==> config.mk <==
export PLATFORM = sky130hd
export DESIGN_NAME = bstb_queue
export DESIGN_NICKNAME = d
export VERILOG_FILES = /design/src/bstb_pkg.sv /design/src/bstb_queue.sv
export SDC_FILE = /design/constraint.sdc
export NUM_CORES = 1
export LEC_CHECK = 0
export BUFFER_PORTS_ARGS = -buffer_cell sky130_fd_sc_hd__buf_2
export CORE_MARGIN = 5
export CORE_UTILIZATION = 48
export DETAILED_ROUTE_END_ITERATION = 6
export GPL_ROUTABILITY_DRIVEN = 0
export HOLD_SLACK_MARGIN = 0.06
export PLACE_DENSITY = 0.66
export SYNTH_ARGS = -nofsm -noshare
export SYNTH_HDL_FRONTEND = slang
export SYNTH_SLANG_ARGS = --single-unit
==> constraint.sdc <==
create_clock -name clock -period 16.8 [get_ports clock]
set_input_delay 2.52 -clock clock [delete_from_list [all_inputs] [get_ports clock]]
set_output_delay 2.52 -clock clock [all_outputs]
set_load 0.02 [all_outputs]
==> src/bstb_pkg.sv <==
// Shared types, constants, lookup tables and arithmetic helpers for the texel blend unit.
`default_nettype none
package bstb_pkg;

   localparam int WEIGHT_BITS_DEFAULT = 8;
   localparam int MAX_WEIGHT_BITS     = 16;
   localparam int WGT_W               = MAX_WEIGHT_BITS + 1;
   localparam int LIN_W               = 17;
   localparam int QUEUE_DEPTH_DEFAULT = 4;
   localparam logic [LIN_W-1:0] ONE_Q16 = 17'h10000;

   typedef logic [255:0][LIN_W-1:0] lin_table_type;

   typedef enum logic [1:0] {
      CSR_TINT_RED   = 2'd0,
      CSR_TINT_GREEN = 2'd1,
      CSR_TINT_BLUE  = 2'd2,
      CSR_TINT_ALPHA = 2'd3
   } csr_index_type;

   // lin[texel][channel]: texel a,b,c,d = 0..3; channel b,g,r,a = 0..3
   typedef struct packed {
      logic [3:0][3:0][LIN_W-1:0] lin;
      logic [3:0][LIN_W-1:0]      dlin;
      logic [WGT_W-1:0]           weight_x;
      logic [WGT_W-1:0]           weight_y;
   } item_type;

   // (c*c*65536 + 32512) / 65025
   function automatic lin_table_type build_lin_rgb();
      lin_table_type t;
      longint        c;
      for (int i = 0; i < 256; i++) begin
         c = longint'(i);
         t[i] = LIN_W'((c * c * 64'sd65536 + 64'sd32512) / 64'sd65025);
      end
      return t;
   endfunction

   // (a*65536 + 127) / 255
   function automatic lin_table_type build_lin_a();
      lin_table_type t;
      longint        a;
      for (int i = 0; i < 256; i++) begin
         a = longint'(i);
         t[i] = LIN_W'((a * 64'sd65536 + 64'sd127) / 64'sd255);
      end
      return t;
   endfunction

   // smallest linear value that encodes to n: ceil((2n-1)^2*65536/260100)
   function automatic lin_table_type build_srgb_thresh();
      lin_table_type t;
      longint        o;
      t[0] = '0;
      for (int i = 1; i < 256; i++) begin
         o = longint'(2 * i - 1);
         t[i] = LIN_W'((o * o * 64'sd65536 + 64'sd260099) / 64'sd260100);
      end
      return t;
   endfunction

   localparam lin_table_type LIN_RGB_TABLE = build_lin_rgb();
   localparam lin_table_type LIN_A_TABLE   = build_lin_a();
   localparam lin_table_type SRGB_THRESH   = build_srgb_thresh();

   // floor(x/255) by a shift series, then one correction step
   function automatic logic [33:0] div255(input logic [33:0] x);
      logic [34:0] s;
      logic [34:0] q;
      logic [34:0] r;
      s = 35'(x) + 35'(x >> 8) + 35'(x >> 16) + 35'(x >> 24) + 35'(x >> 32);
      q = s >> 8;
      r = 35'(x) - ((q << 8) - q);
      if (r >= 35'd255) begin
         q = q + 35'd1;
      end
      return q[33:0];
   endfunction

   function automatic logic [LIN_W-1:0] sat1(input logic [33:0] v);
      return (v > 34'(ONE_Q16)) ? ONE_Q16 : v[LIN_W-1:0];
   endfunction

endpackage
`default_nettype wire

==> src/bstb_queue.sv <==
// Small FIFO between the input side and the blend pipeline.
`default_nettype none
module bstb_queue #(
   parameter int DEPTH = bstb_pkg::QUEUE_DEPTH_DEFAULT
) (
   input  wire logic               clock,
   input  wire logic               reset,
   input  wire logic               push,
   input  wire bstb_pkg::item_type push_item,
   input  wire logic               pop,
   output bstb_pkg::item_type      head_item,
   output logic                    head_valid,
   output logic                    full
);

   localparam int CW = $clog2(DEPTH + 1);
   localparam int PW = (DEPTH > 1) ? $clog2(DEPTH) : 1;
   localparam logic [PW-1:0] LAST = PW'(DEPTH - 1);

   bstb_pkg::item_type store_ff [DEPTH];
   logic [PW-1:0] wr_ptr_ff, wr_ptr_in;
   logic [PW-1:0] rd_ptr_ff, rd_ptr_in;
   logic [CW-1:0] count_ff, count_in;

   assign head_item  = store_ff[rd_ptr_ff];
   assign head_valid = (count_ff != '0);
   assign full       = (count_ff == CW'(DEPTH));

   always_comb begin
      wr_ptr_in = wr_ptr_ff;
      rd_ptr_in = rd_ptr_ff;
      count_in  = count_ff;
      if (push) begin
         wr_ptr_in = (wr_ptr_ff == LAST) ? '0 : wr_ptr_ff + PW'(1);
      end
      if (pop) begin
         rd_ptr_in = (rd_ptr_ff == LAST) ? '0 : rd_ptr_ff + PW'(1);
      end
      if (push && !pop) begin
         count_in = count_ff + CW'(1);
      end else if (pop && !push) begin
         count_in = count_ff - CW'(1);
      end
   end

   always_ff @(posedge clock) begin
      if (reset) begin
         wr_ptr_ff <= '0;
         rd_ptr_ff <= '0;
         count_ff  <= '0;
      end else begin
         wr_ptr_ff <= wr_ptr_in;
         rd_ptr_ff <= rd_ptr_in;
         count_ff  <= count_in;
      end
   end

   always_ff @(posedge clock) begin
      if (push) begin
         store_ff[wr_ptr_ff] <= push_item;
      end
   end

`ifndef SYNTHESIS
   a_count_bound: assert property (@(posedge clock) disable iff (reset)
      count_ff <= CW'(DEPTH)) else $error("queue count past depth");
   a_count_up: assert property (@(posedge clock) disable iff (reset)
      push && !pop |=> count_ff == $past(count_ff) + CW'(1))
      else $error("queue count did not follow push");
`endif

endmodule
`default_nettype wire

# == Word-level counts from Yosys, hierarchy flattened ==
# Memory sizes are Yosys's and may differ from the RTL's. A register that Yosys moved wholly into a read port is not among the register bits.
# Cells that the tools add are included.
# totals
elab_cells,25
mem_count,1
regBits,7
ramBits,1496
inputBits,378
out_inout_bits,376
# mem_list
memory,depth,word_bits,rd,rd_clocked_by_memory_dff,write_ports,line,source
store_ff,4,374,1,1,1,bstb_queue.sv:20,bstb_pkg::item_type store_ff [DEPTH];
# classes
eq_ne,3
muxes,8
reduce_logical,6
add_sub_neg,4
# ops
operator,n
$mux W2,4
$mux W3,2
$add A2 B1 Y2 const B,2
$eq A2 B2 Y1 const B,2
$add A3 B1 Y3 const B,1
$eq A3 B3 Y1 const B,1
$reduce_bool A3 Y1,1
$sub A3 B1 Y3 const B,1
$logic_and A1 B1 Y1,2
$logic_not A1 Y1,2
$mux W1,2
$reduce_bool A2 Y1,1

# == Longest topological paths before layout ==
# Gate-level depths: netlist of run 1.
# depth
depth_word,4
depth_mapped,7
mapped_depth_nobuf,7

# == Least setup slack after synthesis of run 1 ==
# OpenSTA, ideal clock, no wires.
# synth_path
path_kind,in2reg
from,in push
to,"mem store_ff[0][0] (netlist name), enable pin"
setup_slack_ps,5081
required_time_ps,16017
t_arrival_ps,10936
path_buffers,0
stages,1
cell_sequence,and2_1
# synth_via
elab_chain_cells,2
# synth_rtl
item,line,source
start: declaration,bstb_queue.sv:8,"input wire logic push,"
$mux W1,bstb_queue.sv:59,if (push) begin
$mux W1 (not written as such),bstb_queue.sv:60,store_ff[wr_ptr_ff] <= push_item;
end: declaration,bstb_queue.sv:20,
# No other way between the ends.

==> results.txt, run 1 <==
Status - finished clean
Seq cells post-synth - 1505
WS Path Type - reg -> out
DRT antenna net count - 0
Synth top area share - 82.0%
Vias in the first global route - 26.2k
Worst r2r src - wr_ptr_ff[0]
R2r endpoint - store_ff[2][247]
Required time of the worst setup path - 14280 ps
Post-Syn Area - 54800 sq um
Top-count cell post-synth - edfxtp_1
DR vias/cell - 5.46
GRT Total Usage - 18.7%
Post-CTS Hold Buffers - 0
Syn Nets - 2383
Flop2flop setup slack - 13370 ps
Port bufs - 753
Async set-or-reset flop fraction in the synthesized netlist - 0%
Final period util - 42.9%
Pin count of the biggest net entering global routing - 157
Peak Freq - 0.139 GHz
TNS Setup - 0 ps
Hold/Removal Path Class - reg -> reg
Overflow after GRT - 0
Core Box Area - 114000 sq um
Leak Pwr - 21.4 nW
CP endpoint - head_item[283]
Synth Instances - 1998
Clock transition at path regs - 50 ps
RSZ-0062 raised after global routing - no
Initial core utilization - 48.1%
Post-CTS Setup Repair Bufs - 0
Final Core Density - 56.6%
Critical path arrival - 4690 ps
H-tree levels - 4
Clock Skews - 25.5 ps
CTS max path bufs - 3
PD cells - 128 nW/um^2
Routed len/inst - 25.5 microns
Vias - 24.5k
Initial antenna violation count - 55
Io pins - 754
Nets - 3226
Drc violations - 0
Top cells by count, synth - 1496 x edfxtp_1, 374 x mux4_2, 38 x buf_2
Post-synth EDFFs - 1496
Max_cap viols - 0
Synth top area cells - edfxtp_1 82%, mux4_2 15%, buf_12 1.2%
Sequential share of the synthesized area - 82.4%
Synth warnings - 0
Count of final setup violators - 0
Post-synthesis cell type count - 19
Worst slew pin tran - 1200 ps
Rel. slew slack - 19.9%
Layout cells sized above 1 - 46.0%
Crit path max fanout - 76
Drt first pass iters - 5
Max IR drop VDD - 0.103 mV
Die extent in x - 348 microns
Global-route wire length before repair - 169 mm
CTS tree - done
Clk_lat worst skew - 740 ps
Fillers - 8317
First-iteration detailed-routing DRC count - 1670
Area leader, netlist - edfxtp_1
Rows - 124
Hold slack - 518 ps
HPWL Detailed - 70.4 mm
CTS resizes - 0
Startpoint types - register
Die ar. - 121000 sq um
Area delta synth->final - 17.7%
Critical Path Sink Type - output port
Clock sinks - 1505
Final min period - 7210 ps
Total routed wirelength - 114 mm
Mean Syn Cell Area - 27.4 sq um
Hold Vio Cnt, Final - 0
Die Height - 348 microns
Clock root cell - clkbuf_16
Max Slew Vio Count - 0
Setup ws final - 9590 ps
TritonCTS Buffers - 151
Primary FF master, synth - edfxtp_1
R2R depth - 5
Place WS - 10270 ps
[cell type report]
class | count | area, sq um | area share [%]
multi-input cells | 405 | 8680 | 13.5
clock buffers | 177 | 3960 | 6.15
well taps | 1512 | 1890 | 2.93
clock inverters | 84 | 667 | 1.03
flip-flops and latches | 1505 | 45100 | 70.0
repair buffers | 774 | 4060 | 6.30
inverters | 4 | 15.0 | 0.0233
diodes | 28 | 70.1 | 0.109
[worst max-delay path, stage by stage, from the launching register on]
cell and delay [ps]:
dfxtp_4 850, buf_4 740, buf_4 630, buf_4 950, mux4_2 440, buf_2 180
[layer usage]
| metal | GRT usage (%) | wire, microns |
|---|---|---|
| met1 | 22.1 | 40600 |
| met2 | 31.3 | 59200 |
| met3 | 7.05 | 10700 |
| met4 | 7.17 | 3670 |
| met5 | 0 | 248 |
[per-stage QoR]
step / total power [W] / instance area [sq um] / std cells
finish: 0.00826 / 64500 / 4489
global route: 0.00858 / 64400 / 4476
CTS: 0.00837 / 64400 / 4461
detailed placement: 0.00523 / 59800 / 4200
global placement: 0.00520 / 59800 / 4200
floorplan: 0.00498 / 54800 / 1998
[cells in the final DEF, fill, tap and decap left out]
master / Yosys / routed
edfxtp_1: 1496 / 1496
buf_2: 38 / 753
mux4_2: 374 / 374
clkbuf_16: 0 / 155
clkinv_1: 0 / 35
clkinv_2: 0 / 31
diode_2: 0 / 28
clkbuf_1: 4 / 22
buf_12: 33 / 11
buf_4: 1 / 10
bufinv_16: 0 / 8
nor2_1: 7 / 7
dfxtp_1: 9 / 7
ha_1: 6 / 6
inv_1: 4 / 4
and2_4: 0 / 4
mux2i_1: 4 / 4
inv_6: 0 / 3
clkinv_8: 0 / 3
or3_1: 2 / 2
nor3b_1: 2 / 2
xor2_1: 2 / 2
a21oi_1: 2 / 2
dfxtp_4: 0 / 2
clkinvlp_4: 0 / 2
o21ai_0: 1 / 1
fa_1: 1 / 1
inv_16: 0 / 1
clkinv_16: 0 / 1
[power breakdown]
part	leakage, nW	total (W)	switching (W)	internal, W
Clock	2.28	0.00313	0.00133	0.00180
Combinational	5.28	0.000777	0.000483	0.000294
Sequential	13.8	0.00435	0.0000437	0.00431
[how the worst min path moves through the flow]
stage	from	to	slack, ps	cells after the start
after floorplan	count_ff[2]	count_ff[2]	460	2
after detailed placement	count_ff[2]	count_ff[2]	520	2
final	count_ff[2]	count_ff[2]	520	2
after global routing	count_ff[2]	count_ff[2]	540	2
after global placement	count_ff[2]	count_ff[2]	470	2
after CTS	count_ff[2]	count_ff[2]	520	2
[logic make-up after synthesis]
family,count (synthesis),share of synthesized area (%)
flip-flops,1505,82.4
multiplexers,378,15.5
buffers and inverters,88,1.79
AND/OR/NAND/NOR,15,0.144
adder cells (fa/ha/maj),7,0.174
AO/OA/AOI/OAI,3,0.0274
XOR/XNOR,2,0.0320
[sequential cells by signal (all words and copies together) (netlist names), named ones only]
signal	flops
wr_ptr_ff	2
store_ff	1496
count_ff	3
rd_ptr_ff	2
No activity file was read; power rests on OpenSTA's default activity.
==> run 2, diff against run 1 <==
--- a/config.mk
+++ b/config.mk
@@ -5,13 +5,14 @@
 export SDC_FILE = /design/constraint.sdc
 export NUM_CORES = 1
 export LEC_CHECK = 0
+export ABC_AREA = 1
 export BUFFER_PORTS_ARGS = -buffer_cell sky130_fd_sc_hd__buf_2
 export CORE_MARGIN = 5
 export CORE_UTILIZATION = 48
 export DETAILED_ROUTE_END_ITERATION = 6
 export GPL_ROUTABILITY_DRIVEN = 0
 export HOLD_SLACK_MARGIN = 0.06
-export PLACE_DENSITY = 0.66
+export PLACE_DENSITY = 0.68
 export SYNTH_ARGS = -nofsm -noshare
 export SYNTH_HDL_FRONTEND = slang
 export SYNTH_SLANG_ARGS = --single-unit
==> constraint.sdc (replaced) <==
create_clock -name clock -period 6.1 [get_ports clock]
set_input_delay 0.915 -clock clock [delete_from_list [all_inputs] [get_ports clock]]
set_output_delay 0.915 -clock clock [all_outputs]
set_load 0.02 [all_outputs]
==> run 2 against run 1 <==
Flip-flop and latch count unchanged; final cell count rose by 35%; power increased to 2.8 times the previous value; worst setup slack lost 7900 ps; core utilization increased by 0.66 points; die area is 1.2% higher; largest power group unchanged; critical path depth unchanged; worst hold slack got worse by 140 ps; critical path type unchanged; via count grew 36%; synthesized cell count grew 84%; non-clock buffer count grew 24.
==> results.txt, run 2 <==
Drc violations - 0
Area delta synth->final - 18.3%
Initial core utilization - 48.4%
Hold/Removal Path Class - in -> reg
Clock sinks - 1505
Total routed wirelength - 135 mm
Async set-or-reset flop fraction in the synthesized netlist - 0%
Finished Layout Cells - 6062
Synth top area share - 81.1%
Post-CTS Hold Buffers - 0
WS Path Type - reg -> out
Post-Syn Area - 55400 sq um
Post-route cell area - 65600 sq um
Die Height - 350 microns
DRT antenna net count - 0
Vias - 33.3k
Count of final setup violators - 0
Largest family of logic cells by synthesized area - compound AO/OA/AOI/OAI gates
Max IR drop VDD - 0.311 mV
Buf/Inv on CP - 3
Status - finished clean
Top-count cell post-synth - edfxtp_1
First-iteration detailed-routing DRC count - 2874
TNS Setup - 0 ps
Worst r2r src - wr_ptr_ff[0]
Post-synth EDFFs - 1496
Multiplexer area fraction after synthesis - 0%
Synth Instances - 3676
Final min period - 4360 ps
Area leader, netlist - edfxtp_1
H-tree levels - 4
Max_cap viols - 0
Most common cell after layout, fill and taps aside - edfxtp_1
CTS max path bufs - 3
Hold Crit Start - push_item[21]
Drt first pass iters - 5
Rel. slew slack - 13.6%
Crit path max fanout - 225
Peak Freq - 0.229 GHz
CP Cell Sequence - buf_12 > buf_4 > o21ai_0 > o22ai_1 > buf_2
Final period util - 71.5%
Most frequent cells in the layout - 1496 x edfxtp_1, 757 x nor2_1, 753 x buf_2, 699 x o21ai_0, 374 x o22ai_1
Die ar. - 122000 sq um
Seq cells post-synth - 1505
Complex-gate fraction of the synthesized area - 11.0%
Area of the multi-input gates - 9180 sq um
Routed len/inst - 22.2 microns
PD cells - 356 nW/um^2
Overflow after GRT - 0
Top cells by count, synth - 1496 x edfxtp_1, 757 x nor2_1, 699 x o21ai_0
Primary FF master, synth - edfxtp_1
Required time of the worst setup path - 5180 ps
Die extent in x - 350 microns
Clock root cell - clkbuf_16
RSZ-0062 raised after global routing - no
DR vias/cell - 5.49
Global-route wire length before repair - 198 mm
TritonCTS Buffers - 151
Layout cells sized above 1 - 22.6%
Nets - 4764
Simple-gate portion of the synthesized area - 5.24%
Leak Pwr - 22.5 nW
Post-Synth XOR/XNOR Area - 0.0158%
Mean Syn Cell Area - 15.1 sq um
Rows - 124
FF+latch area - 45100 sq um
Critical Path Sink Type - output port
Synth top area cells - edfxtp_1 81%, o21ai_0 6.3%, nor2_1 5.1%
HPWL Detailed - 78.4 mm
CP max stage delay - 740 ps
Reg with most FFs - store_ff
Worst slew pin tran - 1300 ps
Post-synthesis cell type count - 21
Clock transition at path regs - 60 ps
Port bufs - 753
Critical path arrival - 3450 ps
Placed cell area - 60600 sq um
Vias in the first global route - 32.4k
Final Core Density - 57.3%
Pin count of the biggest net entering global routing - 256
Clk_lat worst skew - 730 ps
Placed instance count - 5738
Startpoint types - register
Clock Skews - 22.4 ps
Synth warnings - 0
CP max-delay cell - dfxtp_4
Initial antenna violation count - 73
CTS resizes - 0
GRT Total Usage - 21.2%
Max reg flops - 1496
Fillers - 8876
Top Registers - store_ff: 1496 flops, count_ff: 3 flops
Core Box Area - 115000 sq um
Io pins - 754
Syn Nets - 4061
Hold Vio Cnt, Final - 0
CTS tree - done
Post-CTS Setup Repair Bufs - 0
Cell family with most CP delay - buffers and inverters
Max Slew Vio Count - 0
Synth Area in Adders - 0.172%
Sequential share of the synthesized area - 81.4%
==> run 2: cell count changes in the layout (fill, tap and decap cells not counted), sizes merged, moves of 4 or more <==
cell      previous run  this run
o22ai                0       374
and2                 4         0
clkinvlp             2         6
clkinv              70        59
mux2i                4         0
mux4               374         0
nand2                0         9
buf                774       798
o21ai                1       751
inv                  8        17
diode               28        57
nor2                 7       757
clkbuf             177       190
==> run 2: kinds of logic after synthesis <==
group                    after synthesis
buffers and inverters                264
adder cells (fa/ha/maj)                7
flip-flops                          1505
AND/OR/NAND/NOR                      771
XOR/XNOR                               1
AO/OA/AOI/OAI                       1128
==> run 2: worst register-to-register path: stages, from the launching register on <==
cell and delay (ps):
dfxtp_1 400, inv_1 90, ha_1 260, nand2_8 90, clkinvlp_4 660, buf_12 490, buf_12 310
==> run 2: routing by layer <==
metal	vias to the layer above	track usage, %	routed length [microns]
li1	15400	-	-
met1	16400	25.7	50900
met2	1103	35.0	66000
met3	267	7.73	12700
met4	36	8.39	4740
met5	-	0	259
==> run 2: cell type report <==
type | count | area share [%]
Clock buffer | 190 | 6.02
Timing Repair Buffer | 798 | 6.59
Clock inverter | 77 | 1.33
Antenna cell | 57 | 0.218
Multi-Input combinational cell | 1907 | 14.0
Tap cell | 1512 | 2.89
Sequential cell | 1505 | 68.8
Inverter | 16 | 0.151
==> run 2: worst paths after layout <==
path                                    endpoint  slack [ps]  cells after the start
worst max-delay path              head_item[329]        1740                      5
worst min-delay path             store_ff[2][21]         370                      1
worst max register to register  store_ff[2][104]        3470                      6
worst min register to register       count_ff[2]         540                      3
==> run 2: through the flow <==
| step | hold WS, ps | setup WS (ps) | power, W |
|---|---|---|---|
| after CTS | 293 | 1620 | 0.0236 |
| after detailed placement | 534 | 2460 | 0.0147 |
| after floorplan | 490 | -855 | 0.0137 |
| after global routing | 318 | 1470 | 0.0242 |
| final | 373 | 1740 | 0.0233 |
| after global placement | 515 | 2480 | 0.0146 |
==> run 2: power breakdown <==
group / total (W) / switching, W / internal, W
clock network: 0.00892 / 0.00382 / 0.00510
logic: 0.00248 / 0.00181 / 0.000678
registers: 0.0119 / 0.0000986 / 0.0118
total: 0.0233 / 0.00572 / 0.0176
==> run 3, diff against run 2 <==
--- a/config.mk
+++ b/config.mk
@@ -12,7 +12,7 @@
 export DETAILED_ROUTE_END_ITERATION = 6
 export GPL_ROUTABILITY_DRIVEN = 0
 export HOLD_SLACK_MARGIN = 0.06
-export PLACE_DENSITY = 0.68
+export PLACE_DENSITY = 0.65
 export SYNTH_ARGS = -nofsm -noshare
 export SYNTH_HDL_FRONTEND = slang
 export SYNTH_SLANG_ARGS = --single-unit
==> constraint.sdc (replaced) <==
create_clock -name clock -period 4.22 [get_ports clock]
set_input_delay 0.633 -clock clock [delete_from_list [all_inputs] [get_ports clock]]
set_output_delay 0.633 -clock clock [all_outputs]
set_load 0.02 [all_outputs]
==> run 3 against run 2 <==
Sequential share of layout area decreased by 3.4 points; non-clock buffer count increased by 336; combinational power increased by 60%; via count increased by 4.7%; global-route usage increased by 0.75 points; worst hold slack got worse by 250 ps; clock skew increased by 15 ps; critical path depth unchanged; wire length increased by 2.9%; sequential power increased by 45%; core utilization increased by 3.0 points; count of clock-buffer cells in the layout increased by 1; critical path type unchanged; largest cell class unchanged; highest routed layer unchanged.
==> results.txt, run 3 (synthesized netlist as in run 2, its figures left out) <==
Max_cap viols - 0
Required time of the worst setup path - 3590 ps
Global-route wire length before repair - 207 mm
Total routed wirelength - 138 mm
Port bufs - 753
Vias - 34.8k
Hold Crit Start - push_item[123]
Peak Freq - 0.283 GHz
First-iteration detailed-routing DRC count - 2668
Top Registers - store_ff: 1496 flops, count_ff: 3 flops
R2R depth - 6
Finished Layout Cells - 6367
Flop2flop setup slack - 1850 ps
Critical path depth - 5
Core Box Area - 115000 sq um
Placed instance count - 5745
Drc violations - 0
CTS max path bufs - 3
Clock root cell - clkbuf_16
Critical Path Sink Type - output port
Reg with most FFs - store_ff
Place WS - 1430 ps
Count of final setup violators - 0
Initial core utilization - 48.4%
Pin count of the biggest net entering global routing - 185
Fillers - 8532
Clk_lat worst skew - 760 ps
CP max-delay cell - dfxtp_4
Final period util - 83.8%
Nets - 5101
CTS tree - done
Initial antenna violation count - 30
FF+latch area - 45100 sq um
Pwr Total - 0.0339 W
Drt first pass iters - 6
Crit path max fanout - 104
Leak Pwr - 24.0 nW
WS Path Type - reg -> out
DRT antenna net count - 0
Hold/Removal Path Class - in -> reg
Rel. slew slack - 33.9%
Hold slack - 121 ps
Io pins - 754
TritonCTS Buffers - 152
Die ar. - 122000 sq um
Overflow after GRT - 0
Layout cells sized above 1 - 21.2%
TNS Setup - 0 ps
Most frequent cells in the layout - 1496 x edfxtp_1, 757 x nor2_1, 753 x buf_2, 699 x o21ai_0, 374 x o22ai_1
Vias in the first global route - 34.2k
Max IR drop VDD - 0.393 mV
RSZ-0062 raised after global routing - no
CP max stage delay - 630 ps
Area of the multi-input gates - 9220 sq um
Post-CTS Setup Repair Bufs - 0
Die extent in x - 350 microns
PD cells - 492 nW/um^2
Max Slew Vio Count - 0
Startpoint types - register
Cell family with most CP delay - buffers and inverters
Status - finished clean
GRT Total Usage - 22.0%
Final min period - 3540 ps
Buf/Inv on CP - 3
HPWL Detailed - 79.3 mm
Hold Crit Depth - 1
Clock transition at path regs - 60 ps
Hold Vio Cnt, Final - 0
Routed len/inst - 21.8 microns
Max reg flops - 1496
Worst r2r src - wr_ptr_ff[0]
Hold Crit Endpoint - store_ff[2][123]
R2r endpoint - store_ff[2][141]
Critical path arrival - 2900 ps
H-tree levels - 4
CTS resizes - 0
Area delta synth->final - 24.5%
Crit-path most repeated cell - buf_12
Die Height - 350 microns
Setup ws final - 682 ps
Clock Skews - 37.0 ps
Clock sinks - 1505
DR vias/cell - 5.47
Rows - 124
Worst slew pin tran - 991 ps
Most common cell after layout, fill and taps aside - edfxtp_1
CP Cell Sequence - buf_12 > buf_12 > o21ai_0 > o22ai_1 > buf_2
==> run 3: cell count changes in the layout (fill, tap and decap cells not counted), moves of 3 or more <==
cell,delta
bufinv_16,-3
buf_12,+16
clkinv_16,-3
clkinv_1,+9
dlygate4sd3_1,+329
ha_4,+3
diode_2,-34
buf_4,-9
ha_1,-4
clkbuf_16,+3
==> run 3: worst max path at each step <==
| stage | endpoint | slack [ps] |
|---|---|---|
| 2_1_floorplan | store_ff[3][0] | -2440 |
| 3_3_place_gp | head_item[252] | 1420 |
| 3_5_place_dp | head_item[252] | 1430 |
| 4_1_cts | head_item[252] | 620 |
| 5_1_grt | head_item[262] | 500 |
| 6_report | head_item[196] | 680 |
==> run 3: report_power, final <==
group / switching [W] / internal [W]
Combinational: 0.00274 / 0.00122
Sequential: 0.000134 / 0.0171
Clock: 0.00545 / 0.00725
Total: 0.00832 / 0.0256
==> run 3: cell type report <==
class	instances	area share (%)
diodes	23	0.0834
clock inverters	79	1.03
repair buffers	1134	11.4
clock buffers	191	5.82
flip-flops and latches	1505	65.4
multi-input cells	1907	13.4
inverters	16	0.143
well taps	1512	2.74
==> run 3: worst reg2reg max path: cells and delay by family, from the launching register on <==
kind          cells  cell delay [ps]
buf+inv           4             1460
flops             1              370
simple gates      1               50
fa+ha+maj         1              170
==> run 3: per-stage QoR <==
stage	instance area, sq um	util, %
global placement	60900	53.2
detailed placement	60900	53.2
global route	69000	60.2
finish	69000	60.2
CTS	68900	60.2
floorplan	55500	-
==> run 3: repair_timing <==
item / 4_1_cts / 5_1_grt
setup endpoints to repair: 0 / 0
hold buffers: 329 / 0
hold endpoints to repair: 1265 / 0
==> run 3: per-layer routing <==
metal	vias up	global-route usage, %	routed length [microns]
li1	16100	-	-
met4	14	8.24	5040
met2	1290	36.5	68100
met3	280	7.11	12500
met1	17100	27.2	52700
met5	-	0	94
